--- config.mk ---
export PLATFORM = sky130hd
export DESIGN_NAME = clip_translate_state_stack_core
export DESIGN_NICKNAME = d
export VERILOG_FILES = /design/src/design/ctss_pkg.sv /design/src/design/clip_translate_state_stack_core.sv
export SDC_FILE = /design/constraint.sdc
export NUM_CORES = 2
export LEC_CHECK = 0
export BUFFER_PORTS_ARGS = -buffer_cell sky130_fd_sc_hd__buf_2
export CAP_MARGIN = 25
export CORE_UTILIZATION = 35
export DETAILED_ROUTE_END_ITERATION = 8
export PLACE_DENSITY = 0.53
export SLEW_MARGIN = 10
export SYNTH_ARGS = -nofsm -noshare
export SYNTH_HDL_FRONTEND = slang
export SYNTH_SLANG_ARGS = --single-unit
--- constraint.sdc ---
create_clock -name clk -period 15.2 [get_ports clk]
set_input_delay 3.8 -clock clk [delete_from_list [all_inputs] [get_ports clk]]
set_output_delay 3.8 -clock clk [all_outputs]
set_load 0.03 [all_outputs]
--- src/design/ctss_pkg.sv ---
// ----------------------------------------------------------------------------
// Clip/translate state stack package
// Shared types and constants for the drawing-state engine: command and status
// codes, the request and result items, and the saved-state layout.
// ----------------------------------------------------------------------------
package ctss_pkg;

  // Pixel coordinates and screen dimensions.
  localparam int DIM_W = 13;
  localparam logic [DIM_W-1:0] MAX_DIM = 13'd4096;
  localparam logic [DIM_W-1:0] RESET_WIDTH = 13'd320;
  localparam logic [DIM_W-1:0] RESET_HEIGHT = 13'd240;

  // Save/restore stack.
  localparam int STACK_DEPTH = 8;
  localparam int LEVEL_W = 4;
  localparam int ADDR_W = $clog2(STACK_DEPTH);

  // Clip arithmetic: coordinate plus offset plus size in exact signed form.
  localparam int CLIP_W = 34;

  // Configuration register indexes.
  localparam int CFG_IDX_W = 1;
  localparam logic [CFG_IDX_W-1:0] REG_SCREEN_WIDTH = 1'b0;
  localparam logic [CFG_IDX_W-1:0] REG_SCREEN_HEIGHT = 1'b1;

  typedef enum logic [2:0] {
    REQ_BEGIN_FRAME = 3'd0,
    REQ_END_FRAME   = 3'd1,
    REQ_SAVE        = 3'd2,
    REQ_RESTORE     = 3'd3,
    REQ_TRANSLATE   = 3'd4,
    REQ_CLIP        = 3'd5
  } req_t;

  typedef enum logic [1:0] {
    ST_OK            = 2'd0,
    ST_INVALID_ARG   = 2'd1,
    ST_INVALID_STATE = 2'd2
  } status_t;

  typedef struct packed {
    logic [2:0]         req_type;
    logic signed [31:0] arg_x;
    logic signed [31:0] arg_y;
    logic signed [31:0] arg_w;
    logic signed [31:0] arg_h;
  } req_item_t;

  typedef struct packed {
    status_t            status;
    logic signed [31:0] offset_x_out;
    logic signed [31:0] offset_y_out;
    logic [DIM_W-1:0]   clip_left;
    logic [DIM_W-1:0]   clip_top;
    logic [DIM_W-1:0]   clip_right;
    logic [DIM_W-1:0]   clip_bottom;
    logic [LEVEL_W-1:0] stack_level;
    logic               in_frame;
  } rsp_item_t;

  typedef struct packed {
    logic [DIM_W-1:0] left;
    logic [DIM_W-1:0] top;
    logic [DIM_W-1:0] right;
    logic [DIM_W-1:0] bottom;
  } box_t;

  typedef struct packed {
    logic signed [31:0] offset_x;
    logic signed [31:0] offset_y;
    box_t               box;
  } draw_state_t;

endpackage

--- src/design/clip_translate_state_stack_core.sv ---
// ----------------------------------------------------------------------------
// Clip/translate state stack core
// Drawing-state engine of a 2D raster unit: translation, clip rectangle
// clamped to the screen, and a save/restore stack of drawing states.
// ----------------------------------------------------------------------------
// Usage:
// Commands arrive on the req channel (req_valid/req_ready, payload req) and
// each one produces exactly one result item on the rsp channel
// (rsp_valid/rsp_ready, payload rsp): a status plus the drawing state as it
// stands after the command.
// An accepted item first lands in a command register. From there it is
// executed against the drawing state once the result register is free or
// being emptied, and its result is written to the result register, which
// raises rsp_valid. One item is taken every cycle while the receiver keeps
// up; the single execute step (an adder and a few compares per clip edge)
// sets that rate.
// When the receiver stalls, the result register holds its item, the command
// register holds the next one, and req_ready drops once both are full.
// The stack lives in a small memory with a registered read port that always
// holds the top entry, so restore reads it without waiting on the memory.
// The user writes the screen size registers through cfg_we/cfg_index/cfg_data while the
// block is idle, which the block itself does not enforce; values above MAX_DIM saturate to MAX_DIM.
// Reset clears the translation, clip box, stack level and frame flag, sets
// the screen size to 320 by 240 and empties both pipeline registers.
// ----------------------------------------------------------------------------
module clip_translate_state_stack_core (
  input  logic                                 clk,
  input  logic                                 rst,
  input  logic                                 req_valid,
  output logic                                 req_ready,
  input  ctss_pkg::req_item_t                  req,
  output logic                                 rsp_valid,
  input  logic                                 rsp_ready,
  output ctss_pkg::rsp_item_t                  rsp,
  input  logic                                 cfg_we,
  input  logic [ctss_pkg::CFG_IDX_W-1:0]       cfg_index,
  input  logic [ctss_pkg::DIM_W-1:0]           cfg_data
);
  import ctss_pkg::*;

  // Configuration registers.
  logic [DIM_W-1:0] screen_width;
  logic [DIM_W-1:0] screen_height;
  logic [DIM_W-1:0] cfg_sat;

  // Command register.
  req_item_t cmd;
  logic      cmd_valid;
  logic      advance;

  // Drawing state.
  logic signed [31:0] offset_x;
  logic signed [31:0] offset_y;
  box_t               box;
  logic [LEVEL_W-1:0] depth;
  logic               frame_on;

  // Next values produced by the executing command.
  status_t            status_next;
  logic signed [31:0] offset_x_next;
  logic signed [31:0] offset_y_next;
  box_t               box_next;
  logic [LEVEL_W-1:0] depth_next;
  logic               frame_on_next;
  logic               push;

  // Stack memory; top_entry always mirrors the entry below depth.
  draw_state_t        stack_mem [STACK_DEPTH];
  draw_state_t        top_entry;
  draw_state_t        cur_state;
  logic [LEVEL_W-1:0] depth_eff;
  logic [ADDR_W-1:0]  rd_addr;

  // Translate arithmetic.
  logic signed [32:0] sum_x;
  logic signed [32:0] sum_y;
  logic               trans_ovf;

  // Clip arithmetic.
  logic signed [CLIP_W-1:0] x0;
  logic signed [CLIP_W-1:0] y0;
  logic signed [CLIP_W-1:0] x1;
  logic signed [CLIP_W-1:0] y1;
  logic signed [CLIP_W-1:0] wd_s;
  logic signed [CLIP_W-1:0] ht_s;
  logic signed [CLIP_W-1:0] left_s;
  logic signed [CLIP_W-1:0] top_s;
  logic signed [CLIP_W-1:0] right_s;
  logic signed [CLIP_W-1:0] bottom_s;
  logic [DIM_W-1:0]         left_c;
  logic [DIM_W-1:0]         top_c;
  logic [DIM_W-1:0]         right_c;
  logic [DIM_W-1:0]         bottom_c;
  logic                     neg_size;

  // ---------------------------------------------------------------------------
  // Handshake: a command executes when the result register is free or is
  // being emptied this cycle; the command register refills in the same edge.
  // ---------------------------------------------------------------------------
  assign advance   = cmd_valid && (!rsp_valid || rsp_ready);
  assign req_ready = !cmd_valid || advance;

  always_ff @(posedge clk) begin
    if (rst) begin
      cmd_valid <= 1'b0;
    end else if (req_ready) begin
      cmd_valid <= req_valid;
    end
  end

  always_ff @(posedge clk) begin
    if (req_ready && req_valid) begin
      cmd <= req;
    end
  end

  // ---------------------------------------------------------------------------
  // Configuration writes, saturated to the largest supported screen.
  // ---------------------------------------------------------------------------
  assign cfg_sat = (cfg_data > MAX_DIM) ? MAX_DIM : cfg_data;

  always_ff @(posedge clk) begin
    if (rst) begin
      screen_width  <= RESET_WIDTH;
      screen_height <= RESET_HEIGHT;
    end else if (cfg_we) begin
      case (cfg_index)
        REG_SCREEN_WIDTH:  screen_width <= cfg_sat;
        REG_SCREEN_HEIGHT: screen_height <= cfg_sat;
        default: ;
      endcase
    end
  end

  // ---------------------------------------------------------------------------
  // Datapath shared by translate and clip.
  // ---------------------------------------------------------------------------
  // A translate overflows when the 33-bit sum leaves the 32-bit range.
  assign sum_x     = 33'(offset_x) + 33'(cmd.arg_x);
  assign sum_y     = 33'(offset_y) + 33'(cmd.arg_y);
  assign trans_ovf = (sum_x[32] != sum_x[31]) || (sum_y[32] != sum_y[31]);

  // The clip rectangle is moved by the translation, then intersected with
  // the current box and clamped to the screen.
  assign x0 = CLIP_W'(cmd.arg_x) + CLIP_W'(offset_x);
  assign y0 = CLIP_W'(cmd.arg_y) + CLIP_W'(offset_y);
  assign x1 = x0 + CLIP_W'(cmd.arg_w);
  assign y1 = y0 + CLIP_W'(cmd.arg_h);

  assign wd_s     = $signed({{(CLIP_W-DIM_W){1'b0}}, screen_width});
  assign ht_s     = $signed({{(CLIP_W-DIM_W){1'b0}}, screen_height});
  assign left_s   = $signed({{(CLIP_W-DIM_W){1'b0}}, box.left});
  assign top_s    = $signed({{(CLIP_W-DIM_W){1'b0}}, box.top});
  assign right_s  = $signed({{(CLIP_W-DIM_W){1'b0}}, box.right});
  assign bottom_s = $signed({{(CLIP_W-DIM_W){1'b0}}, box.bottom});

  // Near edges only move inward and stop at the screen's far edge.
  assign left_c = (x0 > left_s) ? ((x0 > wd_s) ? screen_width : x0[DIM_W-1:0]) : box.left;
  assign top_c  = (y0 > top_s) ? ((y0 > ht_s) ? screen_height : y0[DIM_W-1:0]) : box.top;

  // Far edges only move inward and stop at zero.
  assign right_c  = (x1 < right_s) ? ((x1 < 0) ? '0 : x1[DIM_W-1:0]) : box.right;
  assign bottom_c = (y1 < bottom_s) ? ((y1 < 0) ? '0 : y1[DIM_W-1:0]) : box.bottom;

  assign neg_size = cmd.arg_w[31] || cmd.arg_h[31];

  // ---------------------------------------------------------------------------
  // Command execution.
  // ---------------------------------------------------------------------------
  always_comb begin
    status_next   = ST_OK;
    offset_x_next = offset_x;
    offset_y_next = offset_y;
    box_next      = box;
    depth_next    = depth;
    frame_on_next = frame_on;
    push          = 1'b0;
    case (cmd.req_type)
      REQ_BEGIN_FRAME: begin
        if (frame_on) begin
          status_next = ST_INVALID_STATE;
        end else begin
          frame_on_next   = 1'b1;
          offset_x_next   = '0;
          offset_y_next   = '0;
          box_next.left   = '0;
          box_next.top    = '0;
          box_next.right  = screen_width;
          box_next.bottom = screen_height;
          depth_next      = '0;
        end
      end
      REQ_END_FRAME: begin
        if (!frame_on) begin
          status_next = ST_INVALID_STATE;
        end else begin
          frame_on_next = 1'b0;
        end
      end
      REQ_SAVE: begin
        if (!frame_on || depth >= LEVEL_W'(STACK_DEPTH)) begin
          status_next = ST_INVALID_STATE;
        end else begin
          push       = 1'b1;
          depth_next = depth + 1'b1;
        end
      end
      REQ_RESTORE: begin
        if (!frame_on || depth == '0) begin
          status_next = ST_INVALID_STATE;
        end else begin
          depth_next    = depth - 1'b1;
          offset_x_next = top_entry.offset_x;
          offset_y_next = top_entry.offset_y;
          box_next      = top_entry.box;
        end
      end
      REQ_TRANSLATE: begin
        if (!frame_on || trans_ovf) begin
          status_next = ST_INVALID_STATE;
        end else begin
          offset_x_next = sum_x[31:0];
          offset_y_next = sum_y[31:0];
        end
      end
      REQ_CLIP: begin
        if (neg_size) begin
          status_next = ST_INVALID_ARG;
        end else if (!frame_on) begin
          status_next = ST_INVALID_STATE;
        end else begin
          box_next.left   = left_c;
          box_next.top    = top_c;
          box_next.right  = (right_c < left_c) ? left_c : right_c;
          box_next.bottom = (bottom_c < top_c) ? top_c : bottom_c;
        end
      end
      default: begin
        status_next = ST_INVALID_ARG;
      end
    endcase
  end

  always_ff @(posedge clk) begin
    if (rst) begin
      offset_x <= '0;
      offset_y <= '0;
      box      <= '0;
      depth    <= '0;
      frame_on <= 1'b0;
    end else if (advance) begin
      offset_x <= offset_x_next;
      offset_y <= offset_y_next;
      box      <= box_next;
      depth    <= depth_next;
      frame_on <= frame_on_next;
    end
  end

  // ---------------------------------------------------------------------------
  // Stack memory. The read port follows the level the state will have after
  // this edge, so top_entry is always the most recently saved entry. A save
  // writes exactly that address, so the written data is forwarded.
  // ---------------------------------------------------------------------------
  assign cur_state = '{offset_x: offset_x, offset_y: offset_y, box: box};
  assign depth_eff = advance ? depth_next : depth;
  assign rd_addr   = ADDR_W'(depth_eff - 1'b1);

  always_ff @(posedge clk) begin
    if (advance && push) begin
      stack_mem[depth[ADDR_W-1:0]] <= cur_state;
    end
  end

  always_ff @(posedge clk) begin
    if (advance && push) begin
      top_entry <= cur_state;
    end else begin
      top_entry <= stack_mem[rd_addr];
    end
  end

  // ---------------------------------------------------------------------------
  // Result register.
  // ---------------------------------------------------------------------------
  always_ff @(posedge clk) begin
    if (rst) begin
      rsp_valid <= 1'b0;
    end else if (advance) begin
      rsp_valid <= 1'b1;
    end else if (rsp_ready) begin
      rsp_valid <= 1'b0;
    end
  end

  always_ff @(posedge clk) begin
    if (advance) begin
      rsp.status       <= status_next;
      rsp.offset_x_out <= offset_x_next;
      rsp.offset_y_out <= offset_y_next;
      rsp.clip_left    <= box_next.left;
      rsp.clip_top     <= box_next.top;
      rsp.clip_right   <= box_next.right;
      rsp.clip_bottom  <= box_next.bottom;
      rsp.stack_level  <= depth_next;
      rsp.in_frame     <= frame_on_next;
    end
  end

  // ---------------------------------------------------------------------------
  // Assertions.
  // ---------------------------------------------------------------------------
  // A successful save raises the stack level by exactly one.
  a_save_level: assert property (@(posedge clk) disable iff (rst)
    advance && push |=> depth == LEVEL_W'($past(depth) + 1'b1))
    else $error("stack level did not grow by one after a save");

  // Save outside a frame is refused and leaves the stack level alone.
  a_save_outside_frame: assert property (@(posedge clk) disable iff (rst)
    advance && !frame_on && cmd.req_type == REQ_SAVE
    |=> rsp.status == ST_INVALID_STATE && depth == $past(depth))
    else $error("save outside a frame was not refused");

  // The clip box is never inverted.
  a_box_ordered: assert property (@(posedge clk) disable iff (rst)
    box.right >= box.left && box.bottom >= box.top)
    else $error("clip box edges crossed");

  // The stack level never exceeds the stack depth.
  a_level_bound: assert property (@(posedge clk) disable iff (rst)
    rsp_valid |-> rsp.stack_level <= LEVEL_W'(STACK_DEPTH) && depth <= LEVEL_W'(STACK_DEPTH))
    else $error("stack level beyond stack depth");

endmodule
==> flow_summary.json <==
{
  "max_slew_margin": 0.247,
  "cpMostUsedCell": "a21oi_1",
  "grt_pass1_vias": 39700,
  "ys_seq_area_frac": 0.619,
  "r2r_start": "offset_y[0]",
  "tightest_slew_ns": 1.13,
  "synth_area_mm2": 0.0622,
  "area_growth_pct": 14.5,
  "worstSetupEndpointType": "flip-flop",
  "timing.critical_path.buf_inv": 1,
  "leakagePower_nw": 25.3,
  "netlist.area_leader.share": 0.570,
  "holdPathStages": 2,
  "synthArstFlopShare": 0,
  "ys_types": 109,
  "arrival_ns": 10.35,
  "cts_setup_buffers": 0,
  "hold_buffers": 0,
  "worstHoldEndpoint": "screen_width[11]",
  "place_hpwl_um": 132000,
  "period_needed_ns": 9.84,
  "ir_worst_vdd_mv": 0.0985,
  "fillCellCount": 16400,
  "synth_cells": 4420,
  "wirelength_um": 197000,
  "synth_edf_count": 1182,
  "timing.fmax_mhz": 102,
  "regToRegSetupSlack_ns": 5.36,
  "antenna_found_initial": 7,
  "rows": 154,
  "finalHoldViolCount": 0,
  "core_area_mm2": 0.176,
  "place_congestion": 0.948,
  "p_total_mw": 8.48,
  "root_buffer": "clkbuf_16",
  "cts_buffers": 145,
  "track_usage": 0.216,
  "die-area_mm2": 0.180,
  "drc": 20,
  "layout_worst_path_cycle_share": 0.647,
  "io_pins": 275,
  "worst_ep_required_time_ns": 15.71,
  "maxCapViolCount": 0,
  "cts_sinks": 1334,
  "initial_core_util": 0.353,
  "status": "finished, violations left",
  "synth.top_cells.by_count": "1182 x edfxtp_1, 352 x nand2_1, 280 x a21oi_1",
  "yosysMostFrequentCell": "edfxtp_1",
  "die_h_um": 424,
  "setup_tns_ns": 0,
  "clockBufferDepth": 3,
  "path_delay_family": "compound AO/OA/AOI/OAI gates",
  "multi_input_area_mm2": 0.0224,
  "wl_per_cell_um": 27.5,
  "power_density_mw_per_mm2": 119,
  "firstDrtPassIters": 9,
  "layout.nets": 5086,
  "clkTransAtPathRegs_ns": 0.06,
  "grt_max_degree": 109,
  "grt_pass1_wl_um": 284000,
  "cts_resized": 0,
  "drt_iter0_drc": 3753,
  "finalNonFillerCells": 7158,
  "ys.flop_type": "edfxtp_1",
  "cp_slowest_cell": "or4_1",
  "synth.area.top_cells": "edfxtp_1 57%, mux4_2 8.4%, dfxtp_1 4.9%",
  "cts_tree": "built",
  "cp-start-kind": "flip-flop",
  "min_from": "screen_width[11]",
  "syn_nets": 4809,
  "crit_path_max_incr_delay_ns": 0.78,
  "grt_setup_unrepaired": "no",
  "ys_ff_latch": 1334,
  "port-buffer-count": 274,
  "area.sequential_mm2": 0.0385,
  "worst-path-max-fanout": 12,
  "hold_path.class": "reg2reg",
  "clock_latency_ns": 0.79,
  "finalSetupViolations": 0,
  "yosys_warnings": 0,
  "crit_type": "reg2reg",
  "synth_top_cell_by_area": "edfxtp_1",
  "r2r_end": "rsp[12]",
  "postRouteAntennaNets": 0,
  "violations": "DRC",
  "synth.avg_cell_area_um2": 14.1,
  "vias": 40200,
  "place_inst": 6890,
  "grt-ovfl-total": 0,
  "reg2reg_depth": 40,
  "slew_viol_final": 0,
  "clock_skew_ns": 0.0344,
  "drive_gt1_frac": 0.190,
  "die_x_um": 424,
  "h-tree-depth": 4,
  "routed_via_density": 5.62
}
placed cells by master (no fill, tap or decap), drive strengths merged, types with 148 or more instances in the layout:
cell type / count
buf: 367
mux4: 232
nor2: 275
a21oi: 281
nand2: 352
o21ai: 148
clkbuf: 201
edfxtp: 1182
dfxtp: 152
ha: 235
state kept, by name, summed over array words and instances, names as in the netlist, 32 cells and up, named ones only:
| signal | cells |
|---|---|
| stack_mem | 928 |
| cmd | 131 |
| offset_x | 32 |
| offset_y | 32 |
| box | 39 |
| rsp | 123 |
area by class of cell:
cell class / count / share of cell area
inverters: 134 / 0.00716
diodes: 3 / 0.000105
multi-input cells: 2715 / 0.314
well taps: 2340 / 0.0411
clock inverters: 64 / 0.00961
repair buffers: 367 / 0.0297
clock buffers: 201 / 0.0572
flip-flops and latches: 1334 / 0.541
logic make-up (layout without fill, tap and decap cells):
group | Yosys count | count (layout) | share of synthesized area
xor+xnor | 94 | 94 | 0.0132
fa+ha+maj | 239 | 239 | 0.0485
compound gates | 953 | 953 | 0.106
flops | 1334 | 1334 | 0.619
mux | 402 | 402 | 0.112
other cells | 0 | 3 | 0
simple gates | 1027 | 1027 | 0.0774
buf+inv | 371 | 766 | 0.0232
how the worst max path moves through the flow:
stage	slack (ns)	cells after the start	start	endpoint
3_5_place_dp	5.50	39	offset_y[0]	rsp[12]
5_1_grt	4.63	39	offset_y[0]	rsp[12]
6_report	5.36	40	offset_y[0]	rsp[12]
4_1_cts	5.49	39	offset_y[0]	rsp[12]
2_1_floorplan	1.90	7	rsp_ready	stack_mem[0][0]
3_3_place_gp	5.70	40	offset_y[0]	rsp[12]
power breakdown:
| group | internal [mW] | total, mW | switching, mW |
|---|---|---|---|
| combinational | 0.290 | 0.853 | 0.563 |
| sequential | 4.03 | 4.10 | 0.0710 |
| clock | 2.05 | 3.53 | 1.47 |
| total | 6.37 | 8.48 | 2.11 |
worst register-to-register path, delay by kind of cell, from the launching register on:
| family | cells | cell delay (ns) |
|---|---|---|
| compound gates | 18 | 3.60 |
| fa+ha+maj | 5 | 1.80 |
| buf+inv | 1 | 0.07 |
| mux | 2 | 0.61 |
| simple gates | 12 | 2.49 |
| flops | 1 | 0.40 |
| xor+xnor | 2 | 0.58 |
per-layer routing:
layer | GRT usage | part of all wire
met5 | 0 | 0.000046
met4 | 0.0804 | 0.035
met2 | 0.353 | 0.48
met3 | 0.0306 | 0.053
met1 | 0.293 | 0.43
stage by stage:
| step | setup slack [ns] | util | hold WS (ns) | cell area (µm²) |
|---|---|---|---|---|
| after floorplan | 1.90 | - | 0.449 | 62200 |
| after global placement | 5.70 | 0.377 | 0.464 | 66500 |
| after detailed placement | 5.50 | 0.377 | 0.474 | 66500 |
| after CTS | 5.49 | 0.404 | 0.482 | 71200 |
| after global routing | 4.63 | 0.404 | 0.514 | 71200 |
| final | 5.36 | 0.404 | 0.487 | 71300 |
Power figures use the tool's default switching activity.
